<file path="src/hw/rtl/rc4_pkg.sv">
// rc4_pkg: shared constants and types of the RC4 stream cipher block.
// Used by the controller, the datapath and the top level; no dependencies.
package rc4_pkg;

  localparam int MAX_KEY_BYTES = 24;
  localparam int KEY_IDX_W     = $clog2(MAX_KEY_BYTES);
  localparam int TABLE_SIZE    = 256;
  localparam int ADDR_W        = $clog2(TABLE_SIZE);
  localparam int CFG_DATA_W    = 64;
  localparam int CFG_IDX_W     = 2;
  localparam int KEY_LEN_W     = 5;

  typedef enum logic [CFG_IDX_W-1:0] {
    CFG_KEY_0_7   = 2'd0,
    CFG_KEY_8_15  = 2'd1,
    CFG_KEY_16_23 = 2'd2,
    CFG_KEY_LEN   = 2'd3
  } cfg_idx_t;

  typedef enum logic {
    REQ_REKEY = 1'b0,
    REQ_DATA  = 1'b1
  } req_kind_t;

  typedef enum logic [3:0] {
    DP_NOP  = 4'd0,
    DP_FILL = 4'd1,
    DP_KRDI = 4'd2,
    DP_KRDJ = 4'd3,
    DP_KWRI = 4'd4,
    DP_KWRJ = 4'd5,
    DP_PRD1 = 4'd6,
    DP_PRD2 = 4'd7,
    DP_PWR1 = 4'd8,
    DP_PWR2 = 4'd9,
    DP_DONE = 4'd10
  } dp_op_t;

  typedef struct packed {
    dp_op_t    op;
    logic      capture;
    logic      load_out;
    req_kind_t kind;
  } dp_cmd_t;

  typedef struct packed {
    logic cnt_last;
  } dp_stat_t;

endpackage

</file>
<file path="src/hw/rtl/rc4_if.sv">
// rc4 channel interfaces: request channel and result channel, valid/ready.
// Depends on nothing.
interface rc4_req_if;
  logic       valid;
  logic       ready;
  logic       req_type;
  logic [7:0] data_byte;
  logic       last_byte;

  modport source (output valid, req_type, data_byte, last_byte, input ready);
  modport sink   (input valid, req_type, data_byte, last_byte, output ready);
endinterface

interface rc4_res_if;
  logic       valid;
  logic       ready;
  logic       result_kind;
  logic [7:0] out_byte;
  logic       out_last;

  modport source (output valid, result_kind, out_byte, out_last, input ready);
  modport sink   (input valid, result_kind, out_byte, out_last, output ready);
endinterface

</file>
<file path="src/hw/rtl/rc4_ctrl.sv">
// rc4_ctrl: sequencing state machine for key schedule and keystream steps.
// Depends on rc4_pkg.
module rc4_ctrl (
  input  logic              clk,
  input  logic              rst_n,
  input  logic              in_valid,
  input  logic              in_req_type,
  output logic              in_ready,
  output logic              out_valid,
  input  logic              out_ready,
  output rc4_pkg::dp_cmd_t  cmd,
  input  rc4_pkg::dp_stat_t stat
);

  typedef enum logic [10:0] {
    ST_IDLE = 11'b00000000001,
    ST_FILL = 11'b00000000010,
    ST_KRDI = 11'b00000000100,
    ST_KRDJ = 11'b00000001000,
    ST_KWRI = 11'b00000010000,
    ST_KWRJ = 11'b00000100000,
    ST_PRD1 = 11'b00001000000,
    ST_PRD2 = 11'b00010000000,
    ST_PWR1 = 11'b00100000000,
    ST_PWR2 = 11'b01000000000,
    ST_DONE = 11'b10000000000
  } state_t;

  state_t             state_r, state_nxt;
  rc4_pkg::req_kind_t req_r, req_nxt;
  logic               out_valid_r, out_valid_nxt;
  logic               accept;

  assign in_ready  = (state_r == ST_IDLE);
  assign accept    = in_valid && in_ready;
  assign out_valid = out_valid_r;

  always_comb begin
    state_nxt    = state_r;
    req_nxt      = req_r;
    cmd.op       = rc4_pkg::DP_NOP;
    cmd.capture  = accept;
    cmd.load_out = 1'b0;
    cmd.kind     = req_r;
    case (state_r)
      ST_IDLE: begin
        if (accept) begin
          req_nxt   = rc4_pkg::req_kind_t'(in_req_type);
          state_nxt = (in_req_type == rc4_pkg::REQ_DATA) ? ST_PRD1 : ST_FILL;
        end
      end
      ST_FILL: begin
        cmd.op = rc4_pkg::DP_FILL;
        if (stat.cnt_last) state_nxt = ST_KRDI;
      end
      ST_KRDI: begin
        cmd.op    = rc4_pkg::DP_KRDI;
        state_nxt = ST_KRDJ;
      end
      ST_KRDJ: begin
        cmd.op    = rc4_pkg::DP_KRDJ;
        state_nxt = ST_KWRI;
      end
      ST_KWRI: begin
        cmd.op    = rc4_pkg::DP_KWRI;
        state_nxt = ST_KWRJ;
      end
      ST_KWRJ: begin
        cmd.op    = rc4_pkg::DP_KWRJ;
        state_nxt = stat.cnt_last ? ST_DONE : ST_KRDI;
      end
      ST_PRD1: begin
        cmd.op    = rc4_pkg::DP_PRD1;
        state_nxt = ST_PRD2;
      end
      ST_PRD2: begin
        cmd.op    = rc4_pkg::DP_PRD2;
        state_nxt = ST_PWR1;
      end
      ST_PWR1: begin
        cmd.op    = rc4_pkg::DP_PWR1;
        state_nxt = ST_PWR2;
      end
      ST_PWR2: begin
        cmd.op    = rc4_pkg::DP_PWR2;
        state_nxt = ST_DONE;
      end
      ST_DONE: begin
        cmd.op = rc4_pkg::DP_DONE;
        if (!out_valid_r || out_ready) begin
          cmd.load_out = 1'b1;
          state_nxt    = ST_IDLE;
        end
      end
      default: begin
        state_nxt = ST_IDLE;
      end
    endcase
  end

  always_comb begin
    if (cmd.load_out) begin
      out_valid_nxt = 1'b1;
    end else if (out_ready) begin
      out_valid_nxt = 1'b0;
    end else begin
      out_valid_nxt = out_valid_r;
    end
  end

  always_ff @(posedge clk) begin
    if (!rst_n) begin
      state_r     <= ST_IDLE;
      req_r       <= rc4_pkg::REQ_REKEY;
      out_valid_r <= 1'b0;
    end else begin
      state_r     <= state_nxt;
      req_r       <= req_nxt;
      out_valid_r <= out_valid_nxt;
    end
  end

endmodule

</file>
<file path="src/hw/rtl/rc4_dp.sv">
// rc4_dp: key registers, permutation RAM, indices and output register.
// Depends on rc4_pkg; driven by rc4_ctrl commands.
module rc4_dp (
  input  logic                               clk,
  input  logic                               rst_n,
  input  logic                               cfg_we,
  input  logic [rc4_pkg::CFG_IDX_W-1:0]      cfg_index,
  input  logic [rc4_pkg::CFG_DATA_W-1:0]     cfg_wdata,
  input  logic [7:0]                         in_data_byte,
  input  logic                               in_last_byte,
  input  rc4_pkg::dp_cmd_t                   cmd,
  output rc4_pkg::dp_stat_t                  stat,
  output logic                               out_result_kind,
  output logic [7:0]                         out_byte,
  output logic                               out_last
);

  localparam int AW = rc4_pkg::ADDR_W;
  localparam int KW = rc4_pkg::KEY_IDX_W;
  localparam int LW = rc4_pkg::KEY_LEN_W;

  logic [7:0] mem [rc4_pkg::TABLE_SIZE];
  logic [7:0] rd_q;
  logic          we;
  logic [AW-1:0] wa, ra;
  logic [7:0]    wd;

  logic [63:0] key0_r, key1_r, key2_r;
  logic [LW-1:0] key_len_r;

  logic [AW-1:0] c_r, c_nxt;
  logic [KW-1:0] k_r, k_nxt;
  logic [7:0]    i_r, i_nxt, j_r, j_nxt;
  logic [7:0]    si_r, si_nxt, sj_r, sj_nxt;
  logic          byp_r, byp_nxt;
  logic [7:0]    data_r;
  logic          last_r;
  logic          kind_r;
  logic [7:0]    obyte_r;
  logic          olast_r;

  logic [63:0]   key_word, key_shift;
  logic [7:0]    key_b;
  logic [LW-1:0] eff_len;
  logic [7:0]    i_inc, j_ksa, j_prg, t_addr, ks;

  assign stat.cnt_last = (c_r == {AW{1'b1}});

  always_comb begin
    case (k_r[KW-1:3])
      2'd0:    key_word = key0_r;
      2'd1:    key_word = key1_r;
      default: key_word = key2_r;
    endcase
    key_shift = key_word >> {k_r[2:0], 3'b000};
    key_b     = key_shift[7:0];
    if (key_len_r == '0) begin
      eff_len = LW'(1);
    end else if (key_len_r > LW'(rc4_pkg::MAX_KEY_BYTES)) begin
      eff_len = LW'(rc4_pkg::MAX_KEY_BYTES);
    end else begin
      eff_len = key_len_r;
    end
  end

  assign i_inc  = i_r + 8'd1;
  assign j_ksa  = j_r + rd_q + key_b;
  assign j_prg  = j_r + rd_q;
  assign t_addr = si_r + sj_r;
  assign ks     = byp_r ? si_r : rd_q;

  always_comb begin
    we      = 1'b0;
    wa      = c_r;
    wd      = rd_q;
    ra      = c_r;
    c_nxt   = c_r;
    k_nxt   = k_r;
    i_nxt   = i_r;
    j_nxt   = j_r;
    si_nxt  = si_r;
    sj_nxt  = sj_r;
    byp_nxt = byp_r;
    case (cmd.op)
      rc4_pkg::DP_FILL: begin
        we    = 1'b1;
        wa    = c_r;
        wd    = 8'(c_r);
        c_nxt = c_r + AW'(1);
        k_nxt = '0;
        j_nxt = '0;
      end
      rc4_pkg::DP_KRDI: begin
        ra = c_r;
      end
      rc4_pkg::DP_KRDJ: begin
        j_nxt  = j_ksa;
        si_nxt = rd_q;
        ra     = j_ksa;
      end
      rc4_pkg::DP_KWRI: begin
        we = 1'b1;
        wa = c_r;
        wd = rd_q;
      end
      rc4_pkg::DP_KWRJ: begin
        we    = 1'b1;
        wa    = j_r;
        wd    = si_r;
        c_nxt = c_r + AW'(1);
        if (({1'b0, k_r} + (KW+1)'(1)) >= (KW+1)'(eff_len)) begin
          k_nxt = '0;
        end else begin
          k_nxt = k_r + KW'(1);
        end
        if (stat.cnt_last) begin
          i_nxt = '0;
          j_nxt = '0;
        end
      end
      rc4_pkg::DP_PRD1: begin
        i_nxt = i_inc;
        ra    = i_inc;
      end
      rc4_pkg::DP_PRD2: begin
        si_nxt = rd_q;
        j_nxt  = j_prg;
        ra     = j_prg;
      end
      rc4_pkg::DP_PWR1: begin
        we     = 1'b1;
        wa     = i_r;
        wd     = rd_q;
        sj_nxt = rd_q;
      end
      rc4_pkg::DP_PWR2: begin
        we      = 1'b1;
        wa      = j_r;
        wd      = si_r;
        ra      = t_addr;
        byp_nxt = (t_addr == j_r);
      end
      rc4_pkg::DP_DONE: begin
        ra = t_addr;
      end
      default: begin
        ra = c_r;
      end
    endcase
  end

  // read-first RAM: same-cycle write to the read address is bypassed via byp_r
  always_ff @(posedge clk) begin
    if (we) mem[wa] <= wd;
    rd_q <= mem[ra];
  end

  always_ff @(posedge clk) begin
    if (!rst_n) begin
      key0_r    <= '0;
      key1_r    <= '0;
      key2_r    <= '0;
      key_len_r <= LW'(1);
      c_r       <= '0;
      k_r       <= '0;
      i_r       <= '0;
      j_r       <= '0;
    end else begin
      if (cfg_we) begin
        case (rc4_pkg::cfg_idx_t'(cfg_index))
          rc4_pkg::CFG_KEY_0_7:   key0_r    <= cfg_wdata;
          rc4_pkg::CFG_KEY_8_15:  key1_r    <= cfg_wdata;
          rc4_pkg::CFG_KEY_16_23: key2_r    <= cfg_wdata;
          rc4_pkg::CFG_KEY_LEN:   key_len_r <= cfg_wdata[LW-1:0];
          default: ;
        endcase
      end
      c_r <= c_nxt;
      k_r <= k_nxt;
      i_r <= i_nxt;
      j_r <= j_nxt;
    end
  end

  always_ff @(posedge clk) begin
    si_r  <= si_nxt;
    sj_r  <= sj_nxt;
    byp_r <= byp_nxt;
    if (cmd.capture) begin
      data_r <= in_data_byte;
      last_r <= in_last_byte;
    end
    if (cmd.load_out) begin
      kind_r  <= cmd.kind;
      obyte_r <= (cmd.kind == rc4_pkg::REQ_DATA) ? (data_r ^ ks) : 8'd0;
      olast_r <= last_r;
    end
  end

  assign out_result_kind = kind_r;
  assign out_byte        = obyte_r;
  assign out_last        = olast_r;

endmodule

</file>
<file path="src/hw/rtl/rc4_stream_cipher.sv">
// RC4 stream cipher block. A rekey request (req_type 0) fills the 256-byte
// permutation RAM with the identity, then runs the key schedule, reading
// S[i], reading S[j], writing S[i] and writing S[j] for each entry. A data
// request (req_type 1) runs one keystream step, which does two reads, two
// writes and one lookup through the single write port of the permutation
// RAM. A request is taken only once the previous one has loaded its result.
// Results sit in an output register, so a new request is taken while the
// previous result waits. Data requests must follow at least one rekey.
// Depends on rc4_pkg, rc4_if, rc4_ctrl and rc4_dp.
module rc4_stream_cipher (
  input  logic                           clk,
  input  logic                           rst_n,
  rc4_req_if.sink                        in_ch,
  rc4_res_if.source                      out_ch,
  input  logic                           cfg_we,
  input  logic [rc4_pkg::CFG_IDX_W-1:0]  cfg_index,
  input  logic [rc4_pkg::CFG_DATA_W-1:0] cfg_wdata
);

  rc4_pkg::dp_cmd_t  cmd;
  rc4_pkg::dp_stat_t stat;

  rc4_ctrl u_ctrl (
    .clk         (clk),
    .rst_n       (rst_n),
    .in_valid    (in_ch.valid),
    .in_req_type (in_ch.req_type),
    .in_ready    (in_ch.ready),
    .out_valid   (out_ch.valid),
    .out_ready   (out_ch.ready),
    .cmd         (cmd),
    .stat        (stat)
  );

  rc4_dp u_dp (
    .clk             (clk),
    .rst_n           (rst_n),
    .cfg_we          (cfg_we),
    .cfg_index       (cfg_index),
    .cfg_wdata       (cfg_wdata),
    .in_data_byte    (in_ch.data_byte),
    .in_last_byte    (in_ch.last_byte),
    .cmd             (cmd),
    .stat            (stat),
    .out_result_kind (out_ch.result_kind),
    .out_byte        (out_ch.out_byte),
    .out_last        (out_ch.out_last)
  );

endmodule

</file>
<file path="src/flat_wrapper.sv">
// flat-port wrapper written by rule: the top's interface ports become plain ports
module rc4_stream_cipher_flat 
  (clk, rst_n, cfg_we, cfg_index, cfg_wdata, in_ch_valid, in_ch_req_type, in_ch_data_byte, in_ch_last_byte, in_ch_ready, out_ch_valid, out_ch_result_kind, out_ch_out_byte, out_ch_out_last, out_ch_ready);
  rc4_req_if in_ch_i ();
  rc4_res_if out_ch_i ();
  input  logic clk;
  input  logic rst_n;
  input  logic cfg_we;
  input  logic [rc4_pkg::CFG_IDX_W-1:0] cfg_index;
  input  logic [rc4_pkg::CFG_DATA_W-1:0] cfg_wdata;
  input wire logic [$bits(in_ch_i.valid)-1:0] in_ch_valid;
  input wire logic [$bits(in_ch_i.req_type)-1:0] in_ch_req_type;
  input wire logic [$bits(in_ch_i.data_byte)-1:0] in_ch_data_byte;
  input wire logic [$bits(in_ch_i.last_byte)-1:0] in_ch_last_byte;
  output wire logic [$bits(in_ch_i.ready)-1:0] in_ch_ready;
  output wire logic [$bits(out_ch_i.valid)-1:0] out_ch_valid;
  output wire logic [$bits(out_ch_i.result_kind)-1:0] out_ch_result_kind;
  output wire logic [$bits(out_ch_i.out_byte)-1:0] out_ch_out_byte;
  output wire logic [$bits(out_ch_i.out_last)-1:0] out_ch_out_last;
  input wire logic [$bits(out_ch_i.ready)-1:0] out_ch_ready;
  assign in_ch_i.valid = in_ch_valid;
  assign in_ch_i.req_type = in_ch_req_type;
  assign in_ch_i.data_byte = in_ch_data_byte;
  assign in_ch_i.last_byte = in_ch_last_byte;
  assign in_ch_ready = in_ch_i.ready;
  assign out_ch_valid = out_ch_i.valid;
  assign out_ch_result_kind = out_ch_i.result_kind;
  assign out_ch_out_byte = out_ch_i.out_byte;
  assign out_ch_out_last = out_ch_i.out_last;
  assign out_ch_i.ready = out_ch_ready;
  rc4_stream_cipher u_core (.clk(clk), .rst_n(rst_n), .in_ch(in_ch_i), .out_ch(out_ch_i), .cfg_we(cfg_we), .cfg_index(cfg_index), .cfg_wdata(cfg_wdata));
endmodule
</file>
<file path="config.mk">
export PLATFORM = sky130hd
export DESIGN_NAME = rc4_stream_cipher_flat
export DESIGN_NICKNAME = d
export VERILOG_FILES = /design/src/hw/rtl/rc4_pkg.sv /design/src/hw/rtl/rc4_if.sv /design/src/hw/rtl/rc4_ctrl.sv /design/src/hw/rtl/rc4_dp.sv /design/src/hw/rtl/rc4_stream_cipher.sv /design/src/flat_wrapper.sv
export SDC_FILE = /design/constraint.sdc
export NUM_CORES = 2
export LEC_CHECK = 0
export BUFFER_PORTS_ARGS = -buffer_cell sky130_fd_sc_hd__buf_4
export CAP_MARGIN = 20
export CORE_MARGIN = 3
export CORE_UTILIZATION = 40
export CTS_CLUSTER_SIZE = 28
export DETAILED_ROUTE_END_ITERATION = 12
export MAX_ROUTING_LAYER = met4
export SLEW_MARGIN = 10
export SYNTH_ARGS = -nofsm -noshare
export SYNTH_HDL_FRONTEND = slang
export SYNTH_SLANG_ARGS = --single-unit
</file>
<file path="constraint.sdc">
create_clock -name clk -period 8.3 [get_ports clk]
set_input_delay 1.66 -clock clk [delete_from_list [all_inputs] [get_ports clk]]
set_output_delay 1.66 -clock clk [all_outputs]
set_load 0.02 [all_outputs]
</file>
==> results_dict.tcl <==
set metrics [dict create \
    syn-instance-count 7467 \
    grt_pass1_wl_um 417000 \
    status "complete, no violations" \
    max_cap_violations 0 \
    avgSynthCellArea_um2 12.8 \
    slew_headroom 0.149 \
    track_usage 0.234 \
    fin_cells 10800 \
    globalplace.congestion 0.884 \
    clock_path_buffers 3 \
    cts_resized 0 \
    dpl.hpwl_um 167000 \
    final_nets 7529 \
    ys_ff_latch 2331 \
    dieArea_um2 246000 \
    power_density_nw_per_um2 232 \
    whs_path_depth 0 \
    min_period_over_period 0.949 \
    synthFlopType "edfxtp_1" \
    drc 0 \
    ant_nets 0 \
    cts.sinks 2331 \
    min_from "u_core.u_dp.last_r" \
    final_cell_mix "2084 x edfxtp_1, 1734 x nand2_1, 438 x a21oi_1, 327 x nor2_1, 244 x dfxtp_1" \
    coreArea_um2 238000 \
    r2r_start "u_core.u_dp.k_r[3]" \
    io_buffer_count 92 \
    vias_per_cell 5.86 \
    final_area_um2 108000 \
    r2r_setup_slack_ns 0.43 \
    hold_path_end "u_core.u_dp.out_last" \
    numCtsBuffers 233 \
    netlist_area_um2 95900 \
    skew_ns 0.0495 \
    rsz0062_at_grt "false" \
    synth_warnings 0 \
    post-place-cells 10300 \
    chipHeight_um 496 \
    hold_viol 0 \
    syn_nets 7580 \
    cts_tree "built" \
    tns_ns 0 \
    routed_wl_um 285000 \
    power.leakage_nw 36.5 \
    finalMaxSlewViolations 0 \
    hp-class "flip-flop to flip-flop" \
    synth_async_sr_flop_share 0 \
    grt_pass1_vias 60500 \
    overflow 0 \
    place_area_um2 100000 \
    syn2layout_area_growth_pct 12.3 \
    drive_gt1_frac 0.0950 \
    cp_max_fo 56 \
    worst_r2r_endpoint "u_core.u_dp.rd_q[3]" \
    num_rows 179 \
    cp_data_required_time_ns 9.05 \
    worst_pin_slew_ns 1.28 \
    synth_edf_count 2084 \
    cp-end-kind "flip-flop" \
    seq_area_frac_synth 0.704 \
    cts_root_buf "clkbuf_16" \
    die_w_um 496 \
    ir_drop_v 0.000245 \
    dr.pass1.iters 6 \
    setup_violations 0 \
    reg2reg_depth 16 \
    grt_max_degree 194 \
    cts_setup_buffers 0 \
    drt_iter0_markers 7153 \
    antenna_found_initial 12 \
    clk_pin_slew_ns 0.06 \
    synth.distinct_cells 80 \
    holdBufCountCts 0 \
    power_mw 25.0 \
    setup_ws_ns 0.427 \
    start_util 0.403 \
    vias 63200 \
    io_pins 93 \
    final_common_cell "edfxtp_1" \
    cp.arrival_ns 8.63 \
    htree_levels 4 \
    maxClockFrequency_mhz 127 \
    dp_slack_ns 0.643 \
    path_class "flip-flop to flip-flop" \
    post-route-min-period_ns 7.87 \
    wl_per_cell_um 26.4 \
    clk_latency_ns 0.89 \
    startpoint_type "flip-flop" \
]
## cell usage after synthesis, drive strengths merged, types with 37 or more instances
cell type / count / share of area
nand2: 1744 / 0.068
o22ai: 53 / 0.0035
clkbuf: 315 / 0.012
and3: 232 / 0.015
a2111oi: 74 / 0.0068
mux2: 37 / 0.0044
o21ai: 54 / 0.0028
a311o: 37 / 0.0039
nor3: 39 / 0.0021
a311oi: 98 / 0.0090
xnor2: 37 / 0.0034
a31oi: 154 / 0.010
or3: 58 / 0.0038
a21oi: 440 / 0.023
buf: 245 / 0.013
nor2: 331 / 0.013
nand3: 150 / 0.0079
a21boi: 205 / 0.016
dfxtp: 247 / 0.052
a211oi: 232 / 0.018
nor4: 55 / 0.0038
edfxtp: 2084 / 0.65
mux2i: 197 / 0.021
## metal layers
| metal | up-vias | track usage | routed length (um) |
|---|---|---|---|
| met1 | 32100 | 0.320 | 119000 |
| met3 | 476 | 0.0389 | 23900 |
| met4 | 0 | 0.0797 | 9900 |
| li1 | 27800 | - | - |
| met5 | - | - | 0 |
| met2 | 2862 | 0.354 | 132000 |
## flip-flops by register name (all words and copies together) (netlist names), 8 cells and up
| signal | count |
|---|---|
| u_core.u_dp.key1_r | 64 |
| u_core.u_dp.sj_r | 8 |
| u_core.u_dp.mem | 2048 |
| u_core.u_dp.data_r | 8 |
| u_core.u_dp.i_r | 8 |
| u_core.u_dp.si_r | 8 |
| u_core.u_dp.out_byte | 8 |
| u_core.u_dp.rd_q | 8 |
| u_core.u_dp.j_r | 8 |
| u_core.u_ctrl.state_r | 11 |
| u_core.u_dp.key0_r | 64 |
| u_core.u_dp.key2_r | 64 |
| u_core.u_dp.c_r | 8 |
## worst max-delay path by stage
stage / to / slack, ns / start / depth (start not counted)
final: u_core.u_dp.rd_q[3] / 0.43 / u_core.u_dp.k_r[3] / 16
after CTS: u_core.u_dp.rd_q[3] / 0.63 / u_core.u_dp.k_r[3] / 16
after floorplan: u_core.u_dp.mem[0][0] / 2.20 / u_core.u_ctrl.state_r[0] / 8
after global routing: u_core.u_dp.rd_q[3] / 0.39 / u_core.u_dp.k_r[3] / 16
after detailed placement: u_core.u_dp.rd_q[3] / 0.64 / u_core.u_dp.k_r[3] / 16
after global placement: u_core.u_dp.rd_q[3] / 0.66 / u_core.u_dp.k_r[3] / 16
## kinds of logic after synthesis
group | after synthesis | synth area share
AND/OR/NAND/NOR | 2713 | 0.122
buffers and inverters | 567 | 0.0261
flip-flops | 2331 | 0.704
adder cells (fa/ha/maj) | 32 | 0.00441
AO/OA/AOI/OAI | 1514 | 0.108
multiplexers | 260 | 0.0311
XOR/XNOR | 50 | 0.00457
## critical path, cell delays in order (launching register included)
cell       delay [ns]
dfxtp_4          0.74
mux2_2           0.41
mux4_2           0.45
mux4_2           0.48
ha_1             0.23
fa_1             0.51
a222oi_1         0.78
nand3_4          0.52
buf_4            0.53
buf_4            0.40
and3_1           0.25
a211oi_1         0.22
a31oi_1          0.09
a2111oi_0        0.66
a2bb2oi_1        0.49
a31oi_1          0.40
or4_1            0.56
## per-stage QoR
stage / hold WS, ns / util
detailed placement: 0.407 / 0.420
global route: 0.429 / 0.452
CTS: 0.419 / 0.452
global placement: 0.401 / 0.420
finish: 0.417 / 0.452
floorplan: 0.400 / -
## cell type report
class	count	area [um2]
antenna	10	25.0
clock buffer	311	6310
clock inverter	121	1190
fill	21000	130000
inverter	7	26.3
multi-input combinational	4569	26100
sequential	2331	67500
tap	3167	3960
timing repair buffer	274	2550
## power breakdown
| group | internal, mW | switching (mW) |
|---|---|---|
| Clock | 5.92 | 4.52 |
| Sequential | 13.2 | 0.0536 |
| Combinational | 0.300 | 1.05 |
(Power assumes the default switching activity.)
